**src/rtl/core/assert_macros.svh**
```systemverilog
// ----------------------------------------------------------------------------
// Assertion macros
// Shared concurrent assertion forms for the load protection controller.
// ----------------------------------------------------------------------------
`ifndef ASSERT_MACROS_SVH
`define ASSERT_MACROS_SVH

`ifndef SYNTHESIS

// The consequent must hold in the same cycle as the antecedent.
`define LPC_ASSERT_IMP(lbl, clk, rst, ante, cons, msg) \
  lbl: assert property (@(posedge clk) disable iff (rst) (ante) |-> (cons)) \
    else $error(msg);

// The consequent must hold in the cycle after the antecedent.
`define LPC_ASSERT_NEXT(lbl, clk, rst, ante, cons, msg) \
  lbl: assert property (@(posedge clk) disable iff (rst) (ante) |=> (cons)) \
    else $error(msg);

`else

`define LPC_ASSERT_IMP(lbl, clk, rst, ante, cons, msg)
`define LPC_ASSERT_NEXT(lbl, clk, rst, ante, cons, msg)

`endif

`endif

```
**src/rtl/core/lpc_pkg.sv**
```systemverilog
// ----------------------------------------------------------------------------
// lpc_pkg
// Types, codes and constants of the load protection controller.
// ----------------------------------------------------------------------------
`timescale 1ns / 1ps
`default_nettype none

package lpc_pkg;

  localparam int CFG_INDEX_W = 3;
  localparam int CFG_DATA_W  = 23;

  // Configuration register indexes.
  localparam logic [CFG_INDEX_W-1:0] REG_VOLTAGE_LIMIT   = 3'd0;
  localparam logic [CFG_INDEX_W-1:0] REG_CURRENT_LIMIT   = 3'd1;
  localparam logic [CFG_INDEX_W-1:0] REG_POWER_ABS_LIMIT = 3'd2;
  localparam logic [CFG_INDEX_W-1:0] REG_POWER_CONT_LIMIT = 3'd3;
  localparam logic [CFG_INDEX_W-1:0] REG_TEMP_TRIP       = 3'd4;
  localparam logic [CFG_INDEX_W-1:0] REG_TEMP_CLEAR      = 3'd5;
  localparam logic [CFG_INDEX_W-1:0] REG_POWER_TRIP_TICKS = 3'd6;
  localparam logic [CFG_INDEX_W-1:0] REG_TEMP_SAMPLE_TICKS = 3'd7;

  // Commands.
  localparam logic [1:0] CMD_TICK        = 2'd0;
  localparam logic [1:0] CMD_SET_CURRENT = 2'd1;
  localparam logic [1:0] CMD_ENABLE      = 2'd2;
  localparam logic [1:0] CMD_CLEAR       = 2'd3;

  // Status codes.
  localparam logic [1:0] ST_ACCEPTED = 2'd0;
  localparam logic [1:0] ST_REJECTED = 2'd1;
  localparam logic [1:0] ST_DAC_FAIL = 2'd2;

  // Modes.
  localparam logic [1:0] MODE_OFF   = 2'd0;
  localparam logic [1:0] MODE_IDLE  = 2'd1;
  localparam logic [1:0] MODE_CC    = 2'd2;
  localparam logic [1:0] MODE_FAULT = 2'd3;

  // Fault word bit positions.
  localparam int FB_REV    = 0;
  localparam int FB_OVHW   = 1;
  localparam int FB_OVSW   = 2;
  localparam int FB_OC     = 3;
  localparam int FB_POWER  = 4;
  localparam int FB_OTEMP  = 5;
  localparam int FB_SENSOR = 6;
  localparam int FB_DAC    = 7;

  localparam logic [7:0]  TEMP_FAIL_LIMIT = 8'd3;
  localparam logic [16:0] OC_MARGIN_MA    = 17'd100;

  // Exact unsigned 32-bit division by 1000: (x * DIV1000_MULT) >> DIV1000_SHIFT.
  localparam logic [28:0] DIV1000_MULT  = 29'd274877907;
  localparam int          DIV1000_SHIFT = 38;

  // Register reset values.
  localparam logic [15:0]        VOLTAGE_LIMIT_RST     = 16'd30000;
  localparam logic [15:0]        CURRENT_LIMIT_RST     = 16'd5000;
  localparam logic [22:0]        POWER_ABS_LIMIT_RST   = 23'd35000;
  localparam logic [22:0]        POWER_CONT_LIMIT_RST  = 23'd25000;
  localparam logic signed [18:0] TEMP_TRIP_RST         = 19'sd85000;
  localparam logic signed [18:0] TEMP_CLEAR_RST        = 19'sd70000;
  localparam logic [15:0]        POWER_TRIP_TICKS_RST  = 16'd100;
  localparam logic [15:0]        TEMP_SAMPLE_TICKS_RST = 16'd10;

  typedef struct packed {
    logic [15:0]        voltage_limit_mv;
    logic [15:0]        current_limit_ma;
    logic [22:0]        power_abs_limit_mw;
    logic [22:0]        power_cont_limit_mw;
    logic signed [18:0] temp_trip_mc;
    logic signed [18:0] temp_clear_mc;
    logic [15:0]        power_trip_ticks;
    logic [15:0]        temp_sample_ticks;
  } lpc_cfg_t;

  typedef struct packed {
    logic [1:0]         cmd;
    logic [15:0]        meas_current_ma;
    logic [15:0]        meas_voltage_mv;
    logic               reverse_flag;
    logic               overvolt_flag;
    logic               temp_read_ok;
    logic signed [18:0] temp_reading_mc;
    logic               dac_ok;
    logic [15:0]        setpoint_ma;
    logic               enable;
  } lpc_item_t;

  typedef struct packed {
    logic [1:0]  status;
    logic [1:0]  mode;
    logic [7:0]  fault_bits;
    logic        fault_latched;
    logic        output_on;
    logic        temp_valid;
    logic        drive_write;
    logic [15:0] drive_ma;
    logic [22:0] power_mw;
  } lpc_result_t;

endpackage

`default_nettype wire

```
**src/rtl/core/lpc_if.sv**
```systemverilog
// ----------------------------------------------------------------------------
// lpc_in_if / lpc_out_if
// Valid/ready channels carrying command words and result words.
// ----------------------------------------------------------------------------
`timescale 1ns / 1ps
`default_nettype none

interface lpc_in_if;
  logic               valid;
  logic               ready;
  logic [1:0]         cmd;
  logic [15:0]        meas_current_ma;
  logic [15:0]        meas_voltage_mv;
  logic               reverse_flag;
  logic               overvolt_flag;
  logic               temp_read_ok;
  logic signed [18:0] temp_reading_mc;
  logic               dac_ok;
  logic [15:0]        setpoint_ma;
  logic               enable;

  modport source (
    output valid, cmd, meas_current_ma, meas_voltage_mv, reverse_flag, overvolt_flag,
           temp_read_ok, temp_reading_mc, dac_ok, setpoint_ma, enable,
    input  ready
  );
  modport sink (
    input  valid, cmd, meas_current_ma, meas_voltage_mv, reverse_flag, overvolt_flag,
           temp_read_ok, temp_reading_mc, dac_ok, setpoint_ma, enable,
    output ready
  );
endinterface

interface lpc_out_if;
  logic        valid;
  logic        ready;
  logic [1:0]  status;
  logic [1:0]  mode;
  logic [7:0]  fault_bits;
  logic        fault_latched;
  logic        output_on;
  logic        temp_valid;
  logic        drive_write;
  logic [15:0] drive_ma;
  logic [22:0] power_mw;

  modport source (
    output valid, status, mode, fault_bits, fault_latched, output_on, temp_valid,
           drive_write, drive_ma, power_mw,
    input  ready
  );
  modport sink (
    input  valid, status, mode, fault_bits, fault_latched, output_on, temp_valid,
           drive_write, drive_ma, power_mw,
    output ready
  );
endinterface

`default_nettype wire

```
**src/rtl/core/lpc_cfg.sv**
```systemverilog
// ----------------------------------------------------------------------------
// lpc_cfg
// Configuration register bank with write-only access.
// ----------------------------------------------------------------------------
`timescale 1ns / 1ps
`default_nettype none

module lpc_cfg
  import lpc_pkg::*;
(
  input  logic                   clk,
  input  logic                   rst,
  input  logic                   cfg_we,
  input  logic [CFG_INDEX_W-1:0] cfg_index,
  input  logic [CFG_DATA_W-1:0]  cfg_data,
  output lpc_cfg_t               cfg
);

  always_ff @(posedge clk) begin
    if (rst) begin
      cfg.voltage_limit_mv    <= VOLTAGE_LIMIT_RST;
      cfg.current_limit_ma    <= CURRENT_LIMIT_RST;
      cfg.power_abs_limit_mw  <= POWER_ABS_LIMIT_RST;
      cfg.power_cont_limit_mw <= POWER_CONT_LIMIT_RST;
      cfg.temp_trip_mc        <= TEMP_TRIP_RST;
      cfg.temp_clear_mc       <= TEMP_CLEAR_RST;
      cfg.power_trip_ticks    <= POWER_TRIP_TICKS_RST;
      cfg.temp_sample_ticks   <= TEMP_SAMPLE_TICKS_RST;
    end else if (cfg_we) begin
      unique case (cfg_index)
        REG_VOLTAGE_LIMIT:     cfg.voltage_limit_mv    <= cfg_data[15:0];
        REG_CURRENT_LIMIT:     cfg.current_limit_ma    <= cfg_data[15:0];
        REG_POWER_ABS_LIMIT:   cfg.power_abs_limit_mw  <= cfg_data[22:0];
        REG_POWER_CONT_LIMIT:  cfg.power_cont_limit_mw <= cfg_data[22:0];
        REG_TEMP_TRIP:         cfg.temp_trip_mc        <= signed'(cfg_data[18:0]);
        REG_TEMP_CLEAR:        cfg.temp_clear_mc       <= signed'(cfg_data[18:0]);
        REG_POWER_TRIP_TICKS:  cfg.power_trip_ticks    <= cfg_data[15:0];
        REG_TEMP_SAMPLE_TICKS: cfg.temp_sample_ticks   <= cfg_data[15:0];
        default: ;
      endcase
    end
  end

endmodule

`default_nettype wire

```
**src/rtl/core/lpc_power.sv**
```systemverilog
// ----------------------------------------------------------------------------
// lpc_power
// Two-stage power computation: current times voltage, then divide by 1000.
// ----------------------------------------------------------------------------
`timescale 1ns / 1ps
`default_nettype none

module lpc_power
  import lpc_pkg::*;
(
  input  logic        clk,
  input  logic        load1,
  input  logic        load2,
  input  lpc_item_t   item_in,
  output lpc_item_t   item_out,
  output logic [22:0] power_mw
);

  lpc_item_t   item1;
  logic [31:0] prod;
  logic [60:0] scaled;

  // The division uses a reciprocal multiply that is exact over 32-bit products.
  assign scaled = {29'd0, prod} * {32'd0, DIV1000_MULT};

  always_ff @(posedge clk) begin
    if (load1) begin
      item1 <= item_in;
      prod  <= {16'd0, item_in.meas_current_ma} * {16'd0, item_in.meas_voltage_mv};
    end
    if (load2) begin
      item_out <= item1;
      power_mw <= scaled[DIV1000_SHIFT+22:DIV1000_SHIFT];
    end
  end

endmodule

`default_nettype wire

```
**src/rtl/core/lpc_ctrl.sv**
```systemverilog
// ----------------------------------------------------------------------------
// lpc_ctrl
// Protection state, command handling and result register.
// ----------------------------------------------------------------------------
`timescale 1ns / 1ps
`default_nettype none

module lpc_ctrl
  import lpc_pkg::*;
(
  input  logic        clk,
  input  logic        rst,
  input  logic        take,
  input  lpc_item_t   item,
  input  logic [22:0] power_mw,
  input  lpc_cfg_t    cfg,
  output lpc_result_t res
);

  logic [1:0]         mode, mode_next;
  logic [15:0]        setpoint, setpoint_next;
  logic               output_flag, output_flag_next;
  logic               latch_flag, latch_flag_next;
  logic [7:0]         fault_word, fault_word_next;
  logic [15:0]        current_store, current_store_next;
  logic [15:0]        voltage_store, voltage_store_next;
  logic [22:0]        power_store, power_store_next;
  logic [1:0]         hw_fault_store, hw_fault_store_next;
  logic signed [18:0] temp_store, temp_store_next;
  logic               temp_valid_flag, temp_valid_flag_next;
  logic [7:0]         temp_fail_count, temp_fail_count_next;
  logic [15:0]        sample_counter, sample_counter_next;
  logic [15:0]        overpower_counter, overpower_counter_next;
  lpc_result_t        res_next;

  function automatic logic [7:0] active_faults(
    input logic [1:0]         hw,
    input logic [15:0]        volt,
    input logic [15:0]        cur,
    input logic [22:0]        pwr,
    input logic               tv,
    input logic signed [18:0] temp,
    input logic [7:0]         fails,
    input lpc_cfg_t           c
  );
    logic [7:0] a;
    a            = '0;
    a[FB_REV]    = hw[0];
    a[FB_OVHW]   = hw[1];
    a[FB_OVSW]   = volt > c.voltage_limit_mv;
    a[FB_OC]     = {1'b0, cur} > ({1'b0, c.current_limit_ma} + OC_MARGIN_MA);
    a[FB_POWER]  = pwr > c.power_abs_limit_mw;
    a[FB_OTEMP]  = tv && (temp >= c.temp_trip_mc);
    a[FB_SENSOR] = !tv && (fails >= TEMP_FAIL_LIMIT);
    return a;
  endfunction

  always_comb begin
    logic               rd_tv;
    logic [7:0]         rd_fc;
    logic signed [18:0] rd_temp;
    logic [7:0]         fc_inc;
    logic [15:0]        sc_inc;
    logic [1:0]         hw_now;
    logic [7:0]         act;

    mode_next              = mode;
    setpoint_next          = setpoint;
    output_flag_next       = output_flag;
    latch_flag_next        = latch_flag;
    fault_word_next        = fault_word;
    current_store_next     = current_store;
    voltage_store_next     = voltage_store;
    power_store_next       = power_store;
    hw_fault_store_next    = hw_fault_store;
    temp_store_next        = temp_store;
    temp_valid_flag_next   = temp_valid_flag;
    temp_fail_count_next   = temp_fail_count;
    sample_counter_next    = sample_counter;
    overpower_counter_next = overpower_counter;

    res_next.status      = ST_ACCEPTED;
    res_next.drive_write = 1'b0;
    res_next.drive_ma    = '0;

    // Outcome of a sensor read made by this command.
    fc_inc  = (temp_fail_count != 8'hFF) ? temp_fail_count + 8'd1 : temp_fail_count;
    rd_temp = item.temp_read_ok ? item.temp_reading_mc : temp_store;
    rd_fc   = item.temp_read_ok ? 8'd0 : fc_inc;
    rd_tv   = item.temp_read_ok ? 1'b1
            : ((fc_inc >= TEMP_FAIL_LIMIT) ? 1'b0 : temp_valid_flag);

    hw_now = {item.overvolt_flag, item.reverse_flag};
    sc_inc = (sample_counter != 16'hFFFF) ? sample_counter + 16'd1 : sample_counter;
    act    = '0;

    unique case (item.cmd)
      CMD_TICK: begin
        hw_fault_store_next = hw_now;
        current_store_next  = item.meas_current_ma;
        voltage_store_next  = item.meas_voltage_mv;
        power_store_next    = power_mw;

        if (sc_inc >= cfg.temp_sample_ticks) begin
          sample_counter_next  = '0;
          temp_store_next      = rd_temp;
          temp_valid_flag_next = rd_tv;
          temp_fail_count_next = rd_fc;
        end else begin
          sample_counter_next = sc_inc;
        end

        if (power_mw > cfg.power_cont_limit_mw) begin
          if (overpower_counter < cfg.power_trip_ticks) begin
            overpower_counter_next = overpower_counter + 16'd1;
          end
        end else begin
          overpower_counter_next = '0;
        end

        act = active_faults(hw_now, item.meas_voltage_mv, item.meas_current_ma, power_mw,
                            temp_valid_flag_next, temp_store_next, temp_fail_count_next, cfg);
        if (overpower_counter_next >= cfg.power_trip_ticks) begin
          act[FB_POWER] = 1'b1;
        end

        res_next.drive_write = 1'b1;
        if (act != 8'd0) begin
          mode_next        = MODE_FAULT;
          output_flag_next = 1'b0;
          latch_flag_next  = 1'b1;
          fault_word_next  = fault_word | act;
        end else if (latch_flag) begin
          mode_next = MODE_FAULT;
        end else if (!output_flag) begin
          mode_next = MODE_IDLE;
        end else if (!item.dac_ok) begin
          // The setpoint write failed, so the output is forced off again.
          mode_next                = MODE_FAULT;
          output_flag_next         = 1'b0;
          latch_flag_next          = 1'b1;
          fault_word_next          = fault_word;
          fault_word_next[FB_DAC]  = 1'b1;
        end else begin
          mode_next         = MODE_CC;
          res_next.drive_ma = setpoint;
        end
      end

      CMD_SET_CURRENT: begin
        if (item.setpoint_ma > cfg.current_limit_ma) begin
          res_next.status = ST_REJECTED;
        end else begin
          setpoint_next = item.setpoint_ma;
          if (output_flag && !latch_flag) begin
            res_next.drive_write = 1'b1;
            res_next.drive_ma    = item.setpoint_ma;
            res_next.status      = item.dac_ok ? ST_ACCEPTED : ST_DAC_FAIL;
          end
        end
      end

      CMD_ENABLE: begin
        if (!item.enable) begin
          output_flag_next     = 1'b0;
          mode_next            = MODE_IDLE;
          res_next.drive_write = 1'b1;
        end else if (latch_flag || !temp_valid_flag || (temp_store >= cfg.temp_trip_mc)) begin
          res_next.status = ST_REJECTED;
        end else begin
          output_flag_next     = 1'b1;
          res_next.drive_write = 1'b1;
          res_next.drive_ma    = setpoint;
          res_next.status      = item.dac_ok ? ST_ACCEPTED : ST_DAC_FAIL;
        end
      end

      CMD_CLEAR: begin
        // The hardware flags and the sensor read take effect even on a refusal.
        hw_fault_store_next  = hw_now;
        temp_store_next      = rd_temp;
        temp_valid_flag_next = rd_tv;
        temp_fail_count_next = rd_fc;
        act = active_faults(hw_now, voltage_store, current_store, power_store,
                            rd_tv, rd_temp, rd_fc, cfg);
        if (!rd_tv || (rd_temp > cfg.temp_clear_mc) || (act != 8'd0)) begin
          res_next.status = ST_REJECTED;
        end else begin
          latch_flag_next        = 1'b0;
          fault_word_next        = '0;
          output_flag_next       = 1'b0;
          mode_next              = MODE_IDLE;
          overpower_counter_next = '0;
          res_next.drive_write   = 1'b1;
        end
      end

      default: ;
    endcase

    res_next.mode          = mode_next;
    res_next.fault_bits    = fault_word_next;
    res_next.fault_latched = latch_flag_next;
    res_next.output_on     = output_flag_next;
    res_next.temp_valid    = temp_valid_flag_next;
    res_next.power_mw      = power_store_next;
  end

  always_ff @(posedge clk) begin
    if (rst) begin
      mode              <= MODE_OFF;
      setpoint          <= '0;
      output_flag       <= 1'b0;
      latch_flag        <= 1'b0;
      fault_word        <= '0;
      current_store     <= '0;
      voltage_store     <= '0;
      power_store       <= '0;
      hw_fault_store    <= '0;
      temp_store        <= '0;
      temp_valid_flag   <= 1'b0;
      temp_fail_count   <= '0;
      sample_counter    <= '0;
      overpower_counter <= '0;
    end else if (take) begin
      mode              <= mode_next;
      setpoint          <= setpoint_next;
      output_flag       <= output_flag_next;
      latch_flag        <= latch_flag_next;
      fault_word        <= fault_word_next;
      current_store     <= current_store_next;
      voltage_store     <= voltage_store_next;
      power_store       <= power_store_next;
      hw_fault_store    <= hw_fault_store_next;
      temp_store        <= temp_store_next;
      temp_valid_flag   <= temp_valid_flag_next;
      temp_fail_count   <= temp_fail_count_next;
      sample_counter    <= sample_counter_next;
      overpower_counter <= overpower_counter_next;
    end
  end

  always_ff @(posedge clk) begin
    if (take) begin
      res <= res_next;
    end
  end

endmodule

`default_nettype wire

```
**src/rtl/core/load_protection_controller.sv**
```systemverilog
// Path: a command word accepted into stage 1 moves through stage 2 into the result register.
// Throughput: one command word per cycle, sustained, while the result side keeps up.
// The rate is set by the three-register pipeline (product, divide, state update).
// Reset: synchronous active-high rst clears the pipeline, the protection state and
// reloads every configuration register with its default value.
// ----------------------------------------------------------------------------
// load_protection_controller
// Protection and mode controller for a constant-current load.
// ----------------------------------------------------------------------------
`timescale 1ns / 1ps
`default_nettype none

`include "assert_macros.svh"

module load_protection_controller
  import lpc_pkg::*;
(
  input  logic                   clk,
  input  logic                   rst,
  lpc_in_if.sink                 in_ch,
  lpc_out_if.source              out_ch,
  input  logic                   cfg_we,
  input  logic [CFG_INDEX_W-1:0] cfg_index,
  input  logic [CFG_DATA_W-1:0]  cfg_data
);

  // The pipeline has three registered stages:
  //   stage 1 holds the command word and the current-voltage product,
  //   stage 2 holds the word and the power after division by 1000,
  //   the output stage holds the result word; the protection state is
  //   updated in the same edge that loads it.
  // Power depends only on the word's own measurements, so stages 1 and 2
  // never need the state and the state update sees words strictly in order.
  // Each stage loads whenever it is empty or its content moves on, so a
  // stalled result still lets up to two more words be taken in.

  lpc_cfg_t    cfg;
  lpc_item_t   item_in;
  lpc_item_t   item2;
  logic [22:0] power2;
  lpc_result_t res;

  logic v1, v2, vo;
  logic adv1, adv2, advo;
  logic take;

  assign advo = !vo || out_ch.ready;
  assign adv2 = !v2 || advo;
  assign adv1 = !v1 || adv2;
  assign take = v2 && advo;

  assign in_ch.ready = adv1;

  assign item_in.cmd             = in_ch.cmd;
  assign item_in.meas_current_ma = in_ch.meas_current_ma;
  assign item_in.meas_voltage_mv = in_ch.meas_voltage_mv;
  assign item_in.reverse_flag    = in_ch.reverse_flag;
  assign item_in.overvolt_flag   = in_ch.overvolt_flag;
  assign item_in.temp_read_ok    = in_ch.temp_read_ok;
  assign item_in.temp_reading_mc = in_ch.temp_reading_mc;
  assign item_in.dac_ok          = in_ch.dac_ok;
  assign item_in.setpoint_ma     = in_ch.setpoint_ma;
  assign item_in.enable          = in_ch.enable;

  // Stage valid flags.
  always_ff @(posedge clk) begin
    if (rst) begin
      v1 <= 1'b0;
      v2 <= 1'b0;
      vo <= 1'b0;
    end else begin
      if (adv1) begin
        v1 <= in_ch.valid;
      end
      if (adv2) begin
        v2 <= v1;
      end
      if (advo) begin
        vo <= v2;
      end
    end
  end

  lpc_cfg u_cfg (
    .clk       (clk),
    .rst       (rst),
    .cfg_we    (cfg_we),
    .cfg_index (cfg_index),
    .cfg_data  (cfg_data),
    .cfg       (cfg)
  );

  lpc_power u_power (
    .clk      (clk),
    .load1    (adv1),
    .load2    (adv2),
    .item_in  (item_in),
    .item_out (item2),
    .power_mw (power2)
  );

  lpc_ctrl u_ctrl (
    .clk      (clk),
    .rst      (rst),
    .take     (take),
    .item     (item2),
    .power_mw (power2),
    .cfg      (cfg),
    .res      (res)
  );

  assign out_ch.valid         = vo;
  assign out_ch.status        = res.status;
  assign out_ch.mode          = res.mode;
  assign out_ch.fault_bits    = res.fault_bits;
  assign out_ch.fault_latched = res.fault_latched;
  assign out_ch.output_on     = res.output_on;
  assign out_ch.temp_valid    = res.temp_valid;
  assign out_ch.drive_write   = res.drive_write;
  assign out_ch.drive_ma      = res.drive_ma;
  assign out_ch.power_mw      = res.power_mw;

  // The output can only be on while no fault is latched.
  `LPC_ASSERT_IMP(a_on_not_latched, clk, rst, vo && res.output_on, !res.fault_latched,
    "output enabled while a fault is latched")

  // A latched fault always names at least one cause.
  `LPC_ASSERT_IMP(a_latch_has_bits, clk, rst, vo && res.fault_latched, res.fault_bits != 8'd0,
    "fault latched with an empty fault word")

  // Constant-current mode requires the output to be enabled.
  `LPC_ASSERT_IMP(a_cc_needs_on, clk, rst, vo && (res.mode == MODE_CC), res.output_on,
    "constant-current mode with the output disabled")

  // A nonzero drive value is only reported together with a DAC write.
  `LPC_ASSERT_IMP(a_drive_written, clk, rst, vo && (res.drive_ma != 16'd0), res.drive_write,
    "drive value reported without a DAC write")

  // A word leaving stage 2 shows up as a valid result on the next cycle.
  `LPC_ASSERT_NEXT(a_stage_to_out, clk, rst, take, vo,
    "word from stage 2 did not reach the output register")

endmodule

`default_nettype wire
```
**src/flat_wrapper.sv**
```systemverilog
// flat-port wrapper written by rule: the top's interface ports become plain ports
module load_protection_controller_flat import lpc_pkg::*;
  (clk, rst, cfg_we, cfg_index, cfg_data, in_ch_valid, in_ch_cmd, in_ch_meas_current_ma, in_ch_meas_voltage_mv, in_ch_reverse_flag, in_ch_overvolt_flag, in_ch_temp_read_ok, in_ch_temp_reading_mc, in_ch_dac_ok, in_ch_setpoint_ma, in_ch_enable, in_ch_ready, out_ch_valid, out_ch_status, out_ch_mode, out_ch_fault_bits, out_ch_fault_latched, out_ch_output_on, out_ch_temp_valid, out_ch_drive_write, out_ch_drive_ma, out_ch_power_mw, out_ch_ready);
  lpc_in_if in_ch_i ();
  lpc_out_if out_ch_i ();
  input  logic clk;
  input  logic rst;
  input  logic cfg_we;
  input  logic [CFG_INDEX_W-1:0] cfg_index;
  input  logic [CFG_DATA_W-1:0] cfg_data;
  input wire logic [$bits(in_ch_i.valid)-1:0] in_ch_valid;
  input wire logic [$bits(in_ch_i.cmd)-1:0] in_ch_cmd;
  input wire logic [$bits(in_ch_i.meas_current_ma)-1:0] in_ch_meas_current_ma;
  input wire logic [$bits(in_ch_i.meas_voltage_mv)-1:0] in_ch_meas_voltage_mv;
  input wire logic [$bits(in_ch_i.reverse_flag)-1:0] in_ch_reverse_flag;
  input wire logic [$bits(in_ch_i.overvolt_flag)-1:0] in_ch_overvolt_flag;
  input wire logic [$bits(in_ch_i.temp_read_ok)-1:0] in_ch_temp_read_ok;
  input wire logic [$bits(in_ch_i.temp_reading_mc)-1:0] in_ch_temp_reading_mc;
  input wire logic [$bits(in_ch_i.dac_ok)-1:0] in_ch_dac_ok;
  input wire logic [$bits(in_ch_i.setpoint_ma)-1:0] in_ch_setpoint_ma;
  input wire logic [$bits(in_ch_i.enable)-1:0] in_ch_enable;
  output wire logic [$bits(in_ch_i.ready)-1:0] in_ch_ready;
  output wire logic [$bits(out_ch_i.valid)-1:0] out_ch_valid;
  output wire logic [$bits(out_ch_i.status)-1:0] out_ch_status;
  output wire logic [$bits(out_ch_i.mode)-1:0] out_ch_mode;
  output wire logic [$bits(out_ch_i.fault_bits)-1:0] out_ch_fault_bits;
  output wire logic [$bits(out_ch_i.fault_latched)-1:0] out_ch_fault_latched;
  output wire logic [$bits(out_ch_i.output_on)-1:0] out_ch_output_on;
  output wire logic [$bits(out_ch_i.temp_valid)-1:0] out_ch_temp_valid;
  output wire logic [$bits(out_ch_i.drive_write)-1:0] out_ch_drive_write;
  output wire logic [$bits(out_ch_i.drive_ma)-1:0] out_ch_drive_ma;
  output wire logic [$bits(out_ch_i.power_mw)-1:0] out_ch_power_mw;
  input wire logic [$bits(out_ch_i.ready)-1:0] out_ch_ready;
  assign in_ch_i.valid = in_ch_valid;
  assign in_ch_i.cmd = in_ch_cmd;
  assign in_ch_i.meas_current_ma = in_ch_meas_current_ma;
  assign in_ch_i.meas_voltage_mv = in_ch_meas_voltage_mv;
  assign in_ch_i.reverse_flag = in_ch_reverse_flag;
  assign in_ch_i.overvolt_flag = in_ch_overvolt_flag;
  assign in_ch_i.temp_read_ok = in_ch_temp_read_ok;
  assign in_ch_i.temp_reading_mc = in_ch_temp_reading_mc;
  assign in_ch_i.dac_ok = in_ch_dac_ok;
  assign in_ch_i.setpoint_ma = in_ch_setpoint_ma;
  assign in_ch_i.enable = in_ch_enable;
  assign in_ch_ready = in_ch_i.ready;
  assign out_ch_valid = out_ch_i.valid;
  assign out_ch_status = out_ch_i.status;
  assign out_ch_mode = out_ch_i.mode;
  assign out_ch_fault_bits = out_ch_i.fault_bits;
  assign out_ch_fault_latched = out_ch_i.fault_latched;
  assign out_ch_output_on = out_ch_i.output_on;
  assign out_ch_temp_valid = out_ch_i.temp_valid;
  assign out_ch_drive_write = out_ch_i.drive_write;
  assign out_ch_drive_ma = out_ch_i.drive_ma;
  assign out_ch_power_mw = out_ch_i.power_mw;
  assign out_ch_i.ready = out_ch_ready;
  load_protection_controller u_core (.clk(clk), .rst(rst), .in_ch(in_ch_i), .out_ch(out_ch_i), .cfg_we(cfg_we), .cfg_index(cfg_index), .cfg_data(cfg_data));
endmodule
```
**config.mk**
```make
export PLATFORM = sky130hd
export DESIGN_NAME = load_protection_controller_flat
export DESIGN_NICKNAME = d
export VERILOG_FILES = /design/src/rtl/core/lpc_pkg.sv /design/src/rtl/core/lpc_if.sv /design/src/rtl/core/lpc_cfg.sv /design/src/rtl/core/lpc_power.sv /design/src/rtl/core/lpc_ctrl.sv /design/src/rtl/core/load_protection_controller.sv /design/src/flat_wrapper.sv
export VERILOG_INCLUDE_DIRS = /design/src /design/src/rtl/core
export SDC_FILE = /design/constraint.sdc
export NUM_CORES = 2
export LEC_CHECK = 0
export ABC_CLOCK_PERIOD_IN_PS = 7770
export CELL_PAD_IN_SITES_DETAIL_PLACEMENT = 1
export CELL_PAD_IN_SITES_GLOBAL_PLACEMENT = 1
export CORE_ASPECT_RATIO = 0.6
export CORE_MARGIN = 5
export CORE_UTILIZATION = 40
export DETAILED_ROUTE_END_ITERATION = 12
export DONT_BUFFER_PORTS = 1
export PLACE_DENSITY = 0.67
export SLEW_MARGIN = 20
export SYNTH_ARGS = -nofsm -noshare
export SYNTH_HDL_FRONTEND = slang
export SYNTH_SLANG_ARGS = --single-unit
```
**constraint.sdc**
```tcl
create_clock -name clk -period 7.77 [get_ports clk]
set_clock_uncertainty 0.15 [all_clocks]
set_input_delay 1.554 -clock clk [delete_from_list [all_inputs] [get_ports clk]]
set_output_delay 1.554 -clock clk [all_outputs]
set_load 0.05 [all_outputs]
```
=== After elaboration in Yosys (flattened, before gate mapping) ===
Index checks and enable logic that the tools add are counted.

* Register bits: 552
* Input port bits: 105
* Output and inout port bits: 57
* Logic and storage cells: 201

* $add $sub $neg: 4
* $mul: 2
* Magnitude comparators: 18
* Equality and inequality tests: 13
* Mux-type cells: 70
* Bitwise logic cells: 2
* Reduce and logical (&&, ||, !) cells: 37

{| class="wikitable"
|+ Operators with widths
! operator !! count
|-
| $mux 16 || 11
|-
| $mux 8 || 9
|-
| $gt 23x23->1 || 3
|-
| $mul 32x29->61 const B || 1
|-
| $ge 19x19->1 || 3
|-
| $mux 19 || 3
|-
| $mux 17 || 3
|-
| $gt 16x16->1 || 3
|-
| $pmux 16 s3 || 1
|-
| $pmux 19 s2 || 1
|-
| $gt 16x17->1 || 2
|-
| $add 16x1->16 const B || 2
|-
| $ge 16x16->1 || 2
|-
| $mul 16x16->32 || 1
|-
| $pmux 16 s2 || 1
|-
| $pmux 8 s2 || 2
|-
| $ge 8x2->1 const B || 3
|-
| $mux 23 || 1
|-
| $mux 1 || 22
|-
| $mux 2 || 10
|-
| $reduce_and 2->1 || 10
|-
| $gt 19x19->1 || 1
|-
| $add 16x7->17 const B || 1
|-
| $lt 16x16->1 || 1
|-
| other kinds (23) || 49
|}

=== Depth between registers and ports, before layout ===
* Depth after elaboration: 12
* Gate-level depth with buffers: 30
* Gate-level depth less buffers: 26

=== Hierarchy ===
A second synthesis with hierarchy kept.

* Cell total of the unflattened synthesis: 5153
* Area, all modules: 51117.8 um^2

{| class="wikitable"
|+ By module, submodules not included
! module !! instances !! cells an instance !! area each (um^2) !! seq. area each (um^2)
|-
| lpc_power || 1 || 2654 || 28856.4 || 6095.8
|-
| lpc_ctrl || 1 || 1950 || 16340.7 || 4514.3
|-
| lpc_cfg || 1 || 536 || 5794.3 || 2962.8
|-
| load_protection_controller || 1 || 13 || 126.4 || 60.1
|}

=== Least setup slack after synthesis ===
Ideal clock, no wire load.

* Kind: in2reg
* From: in in_ch_meas_voltage_mv[6]
* To: reg u_core.u_power.prod[30], data pin
* Setup time: 0.258 ns
* Data arrival time: 7.047 ns
* Data required time: 7.362 ns
* Setup slack: 0.315 ns
* Stages on the path: 23
* Path buffers: 1
* Cell sequence: clkbuf_1 nand2_1 fa_1 inv_1 fa_1 inv_1 fa_1 inv_1 fa_1 inv_1 fa_1 inv_1 fa_1 ha_1 and4_1 a31oi_1 a21o_1 a2bb2oi_1 a31o_2 o21ai_0 o21a_1 nor2_1 xnor2_1

* Cells in the longest elaborated chain, start to end: 1

{| class="wikitable"
|+ Ends and longest elaborated chain
! what !! line !! source
|-
| start, declared || flat_wrapper.sv:14 || <nowiki>input wire logic [$bits(in_ch_i.meas_voltage_mv)-1:0] in_ch_meas_voltage_mv;</nowiki>
|-
| $mul 16x16->32 || lpc_power.sv:29 || <nowiki>prod <= {16'd0, item_in.meas_current_ma} * {16'd0, item_in.meas_voltage_mv};</nowiki>
|-
| end signal, assigned || lpc_power.sv:29 ||
|-
| end, declared || lpc_power.sv:20 || <nowiki>logic [31:0] prod;</nowiki>
|}

Every way passes these cells.
A chain may end at the register's enable or synchronous reset.

=== Worst setup path after layout ===
* From: reg u_core.u_power.prod[8]
* To: reg u_core.u_power.power_mw[21], data pin

* Cells in the longest elaborated chain, start to end: 1

{| class="wikitable"
|+ Ends and longest elaborated chain
! what !! line !! source
|-
| $mul 32x29->61 || lpc_power.sv:24 || <nowiki>assign scaled = {29'd0, prod} * {32'd0, DIV1000_MULT};</nowiki>
|-
| named net u_core.u_power.scaled[59] || lpc_power.sv:21 || <nowiki>logic [60:0] scaled;</nowiki>
|-
| end signal, assigned || lpc_power.sv:33 || <nowiki>power_mw <= scaled[DIV1000_SHIFT+22:DIV1000_SHIFT];</nowiki>
|-
| end, declared || lpc_power.sv:16 || <nowiki>output logic [22:0] power_mw</nowiki>
|}

The timed path passes the listed nets, and every way through them passes these cells.

==> qor.yml <==
status:
  status: "finished, final reports clean"
clock_tree:
  root_buffer: "clkbuf_16"
  clkSlewWorstSetupHoldPaths_ps: 70
  cts_max_path_buffers: 3
  clkLatencyLatePin_ps: 660
  numCtsBuffers: 54
  cts_tree: "done"
  htreeDepth: 2
  cts.sinks: 552
worst_setup_path:
  startpoint_type: "register"
  crit_buf_inv: 5
  cp_num_cells: 24
  worstSetupEndpointType: "register"
  r2r_setup_slack_ps: 270
  reg2reg_to: "u_core.u_power.power_mw[21]$_DFFE_PP_"
  cp-endpoint: "u_core.u_power.power_mw[21]$_DFFE_PP_"
  critical-path-top-delay-family: "adder cells"
  rr_worst_depth: 24
  critPathKind: "reg -> reg"
  cp_slowest_cell: "edfxtp_1"
  cpMostUsedCell: "fa_1"
  worst_ep_required_time_ps: 8030
  reg2reg_from: "u_core.u_power.prod[8]$_DFFE_PP_"
  arrival_ps: 7760
  crit_start: "u_core.u_power.prod[8]$_DFFE_PP_"
  cp_slowest_stage_delay_ps: 540
  path_max_fanout: 7
  crit_chain: "ha_1 > inv_1 > fa_1 > fa_1 > inv_1 > fa_1 > fa_1 > inv_1 > fa_1 > inv_1 > fa_1 > fa_1 > ha_1 > nand4_1 > nor4_2 > o211ai_1 > a31oi_2 > nor3_4 > o31ai_1 > buf_4 > a21oi_4 > o31ai_2 > a21oi_1 > xnor2_1"
grt:
  grt_pass1_wl_um: 237300
  grt.total_usage: 0.2358
  overflow: 0
  first_global_vias: 38450
  grt_antenna_before_repair: 8
  grt_max_degree: 274
synth:
  synthArstFlopShare: 0
  synth_seq_cells: 552
  synth_area_um2: 49310
  yosys_warnings: 0
  synth_edf_count: 258
  synth.distinct_cells: 81
  synth_cells: 5087
  synth_nets: 6457
  avgSynthCellArea_um2: 9.694
  synth_seq_area_share: 0.2765
  synth_top_flop_cell: "dfxtp_1"
floorplan:
  die-area_um2: 130600
  dieWidth_um: 463.3
  rows: 99
  core_area_um2: 122000
  dieHeight_um: 282.0
  ios: 162
  initial_utilization: 0.4042
routing:
  viasPerCell: 5.335
  drt-initial-drc-count: 2464
  vias: 36040
  drc_errors: 0
  wl_um: 155300
  wire_per_inst_um: 22.99
  detail-route-antenna-nets: 0
  dr.pass1.iters: 5
sta:
  timing.slew.headroom: 0.2543
  hold_ws_ps: 262.2
  period_needed_ps: 7499
  drv_slew: 0
  hold_viol_final: 0
  fin_ws_ps: 270.5
  worst_slew_pin_slew_ps: 1115
  final-setup-viol-count: 0
  rsz0062_at_grt: "true"
  finalCritPeriodShare: 0.9652
  max_freq_mhz: 133.3
placed_design:
  routabilityCongestion: 0.9197
  io_buffers: 0
  placed_cell_area_um2: 51560
  pre_cts_ws_ps: -18.61
  dp_hpwl_um: 124700
run:
  max-cap-violations: 0
layout:
  drive_above_1_share: 0.05334
  nets: 6461
  utilization: 0.4391
  syn_to_final_growth_pct: 8.652
  design_area_um2: 53580
hold_path:
  hold_depth: 0
  hp-class: "reg -> reg"
[worst reg2reg max path, delay by kind of cell, from the launching register on]
kind,cells,cell delay [ps]
flops,1,540
buf+inv,5,430
xor+xnor,1,140
compound gates,6,1250
fa+ha+maj,9,4180
simple gates,3,570
[Yosys cell counts, types with 10 or more instances]
cell	instances	area share
nor2_1	243	0.018
o21a_1	18	0.0027
a21o_1	89	0.014
a21oi_1	339	0.034
buf_1	13	0.00099
o21ai_0	88	0.0089
mux2i_1	40	0.0081
nand2_1	615	0.047
xnor2_1	67	0.012
o211ai_1	10	0.0015
and2_1	100	0.013
nor2b_1	32	0.0041
nand3b_1	14	0.0021
inv_1	935	0.071
a211o_1	42	0.0075
nand4_1	62	0.0079
nand2b_1	25	0.0032
a31oi_1	16	0.0020
nor4_1	14	0.0018
mux2_2	25	0.0057
a22o_1	17	0.0030
edfxtp_1	258	0.16
ha_1	773	0.20
and3_1	19	0.0024
dfxtp_1	294	0.12
nor3_1	32	0.0032
fa_1	492	0.20
o21bai_1	13	0.0020
clkbuf_1	125	0.0095
xor2_1	20	0.0036
nand3_1	65	0.0066
a211oi_1	54	0.0082
clkbuf_2	12	0.0012
[how the worst min path moves through the flow]
stage / startpoint / endpoint / slack [ps]
finish: u_core.u_power.item1[4]$_DFFE_PP_ / u_core.u_power.item_out[4]$_DFFE_PP_ / 260
global route: u_core.u_power.item1[39]$_DFFE_PP_ / u_core.u_power.item_out[39]$_DFFE_PP_ / 260
CTS: u_core.u_power.item1[39]$_DFFE_PP_ / u_core.u_power.item_out[39]$_DFFE_PP_ / 260
detailed placement: u_core.u_power.item1[42]$_DFFE_PP_ / u_core.u_power.item_out[42]$_DFFE_PP_ / 260
global placement: u_core.u_power.item1[2]$_DFFE_PP_ / u_core.u_power.item_out[2]$_DFFE_PP_ / 250
floorplan: u_core.u_power.item1[0]$_DFFE_PP_ / u_core.u_power.item_out[0]$_DFFE_PP_ / 250
[per-layer routing]
metal  GRT usage  up-vias  routed length (um)
met2      0.3284      961               61070
met3     0.06012      120               12480
met4     0.03613        4                2318
li1            -    16760                   -
met1      0.3704    18200               79430
met5           0        -                  31
[cell usage in the layout (no fill, tap or decap), types with 9 or more instances in the layout]
master / instances
inv_1: 933
ha_1: 772
nand2_1: 613
fa_1: 492
a21oi_1: 339
dfxtp_1: 294
edfxtp_1: 258
nor2_1: 238
buf_4: 104
and2_1: 100
a21o_1: 89
o21ai_0: 88
xnor2_1: 67
nand3_1: 65
nand4_1: 62
clkbuf_16: 56
a211oi_1: 51
a211o_1: 42
mux2i_1: 40
nor2b_1: 32
nor3_1: 28
mux2_2: 25
nand2b_1: 24
xor2_1: 20
and3_1: 19
o21a_1: 18
a22o_1: 17
a31oi_1: 15
nand3b_1: 14
nor4_1: 13
o21bai_1: 13
clkinv_2: 12
o211ai_1: 10
and4_1: 9
clkbuf_8: 9
[kinds of logic (layout without fill, tap and decap cells)]
| group | count (synthesis) | after routing | share of synthesized area |
|---|---|---|---|
| DFF | 552 | 552 | 0.2765 |
| buffers and inverters | 1096 | 1146 | 0.08431 |
| other | 0 | 3 | 0 |
| adders and majority gates | 1265 | 1265 | 0.3959 |
| AOI/OAI and AO/OA | 767 | 767 | 0.09895 |
| and+or+nand+nor | 1254 | 1254 | 0.1148 |
| muxes | 66 | 66 | 0.01411 |
| xor gates and xnor gates | 87 | 87 | 0.01545 |
[per-stage QoR]
stage	TNS, ps	cells
4_1_cts	0	6747
2_1_floorplan	0	5087
6_report	0	6756
3_3_place_gp	0	6645
5_1_grt	-100.2	6754
3_5_place_dp	-19.12	6645
[cell type report]
class / instances / area, um^2
fill: 13710 / 68430
multi-input combinational: 3439 / 31630
sequential: 552 / 13630
inverter: 936 / 3518
tap: 1616 / 2022
clock buffer: 69 / 1540
timing repair buffer: 108 / 860.8
clock inverter: 33 / 366.6
antenna: 3 / 7.507
[registers in the layout, indices dropped and copies added (netlist names)]
signal / count
u_core.u_power.item1: 74
u_core.u_ctrl.latch_flag: 1
u_core.u_ctrl.temp_valid_flag: 1
u_core.u_ctrl.sample_counter: 16
u_core.u_cfg.cfg: 148
u_core.u_ctrl.temp_store: 19
u_core.u_ctrl.overpower_counter: 16
u_core.u_ctrl.mode: 2
u_core.v1: 1
u_core.out_ch.valid: 1
u_core.u_ctrl.setpoint: 16
u_core.u_ctrl.res: 55
u_core.u_ctrl.voltage_store: 16
u_core.u_power.power_mw: 23
u_core.u_power.prod: 32
u_core.u_ctrl.fault_word: 8
u_core.u_power.item_out: 74
u_core.u_ctrl.current_store: 16
u_core.u_ctrl.power_store: 23
u_core.u_ctrl.output_flag: 1
u_core.v2: 1
u_core.u_ctrl.temp_fail_count: 8
[repair_timing]
| item | CTS | global route |
|---|---|---|
| gates resized for setup | 1 | 8 |
| hold buffers | 0 | 0 |
| setup buffers | 0 | 6 |
| setup endpoints to repair | 1 | 10 |
| pin swaps | 0 | 5 |
Power is left out: the tool's default activity adds up to more than one toggle a clock period on the data nets, which glitch-free logic cannot reach.
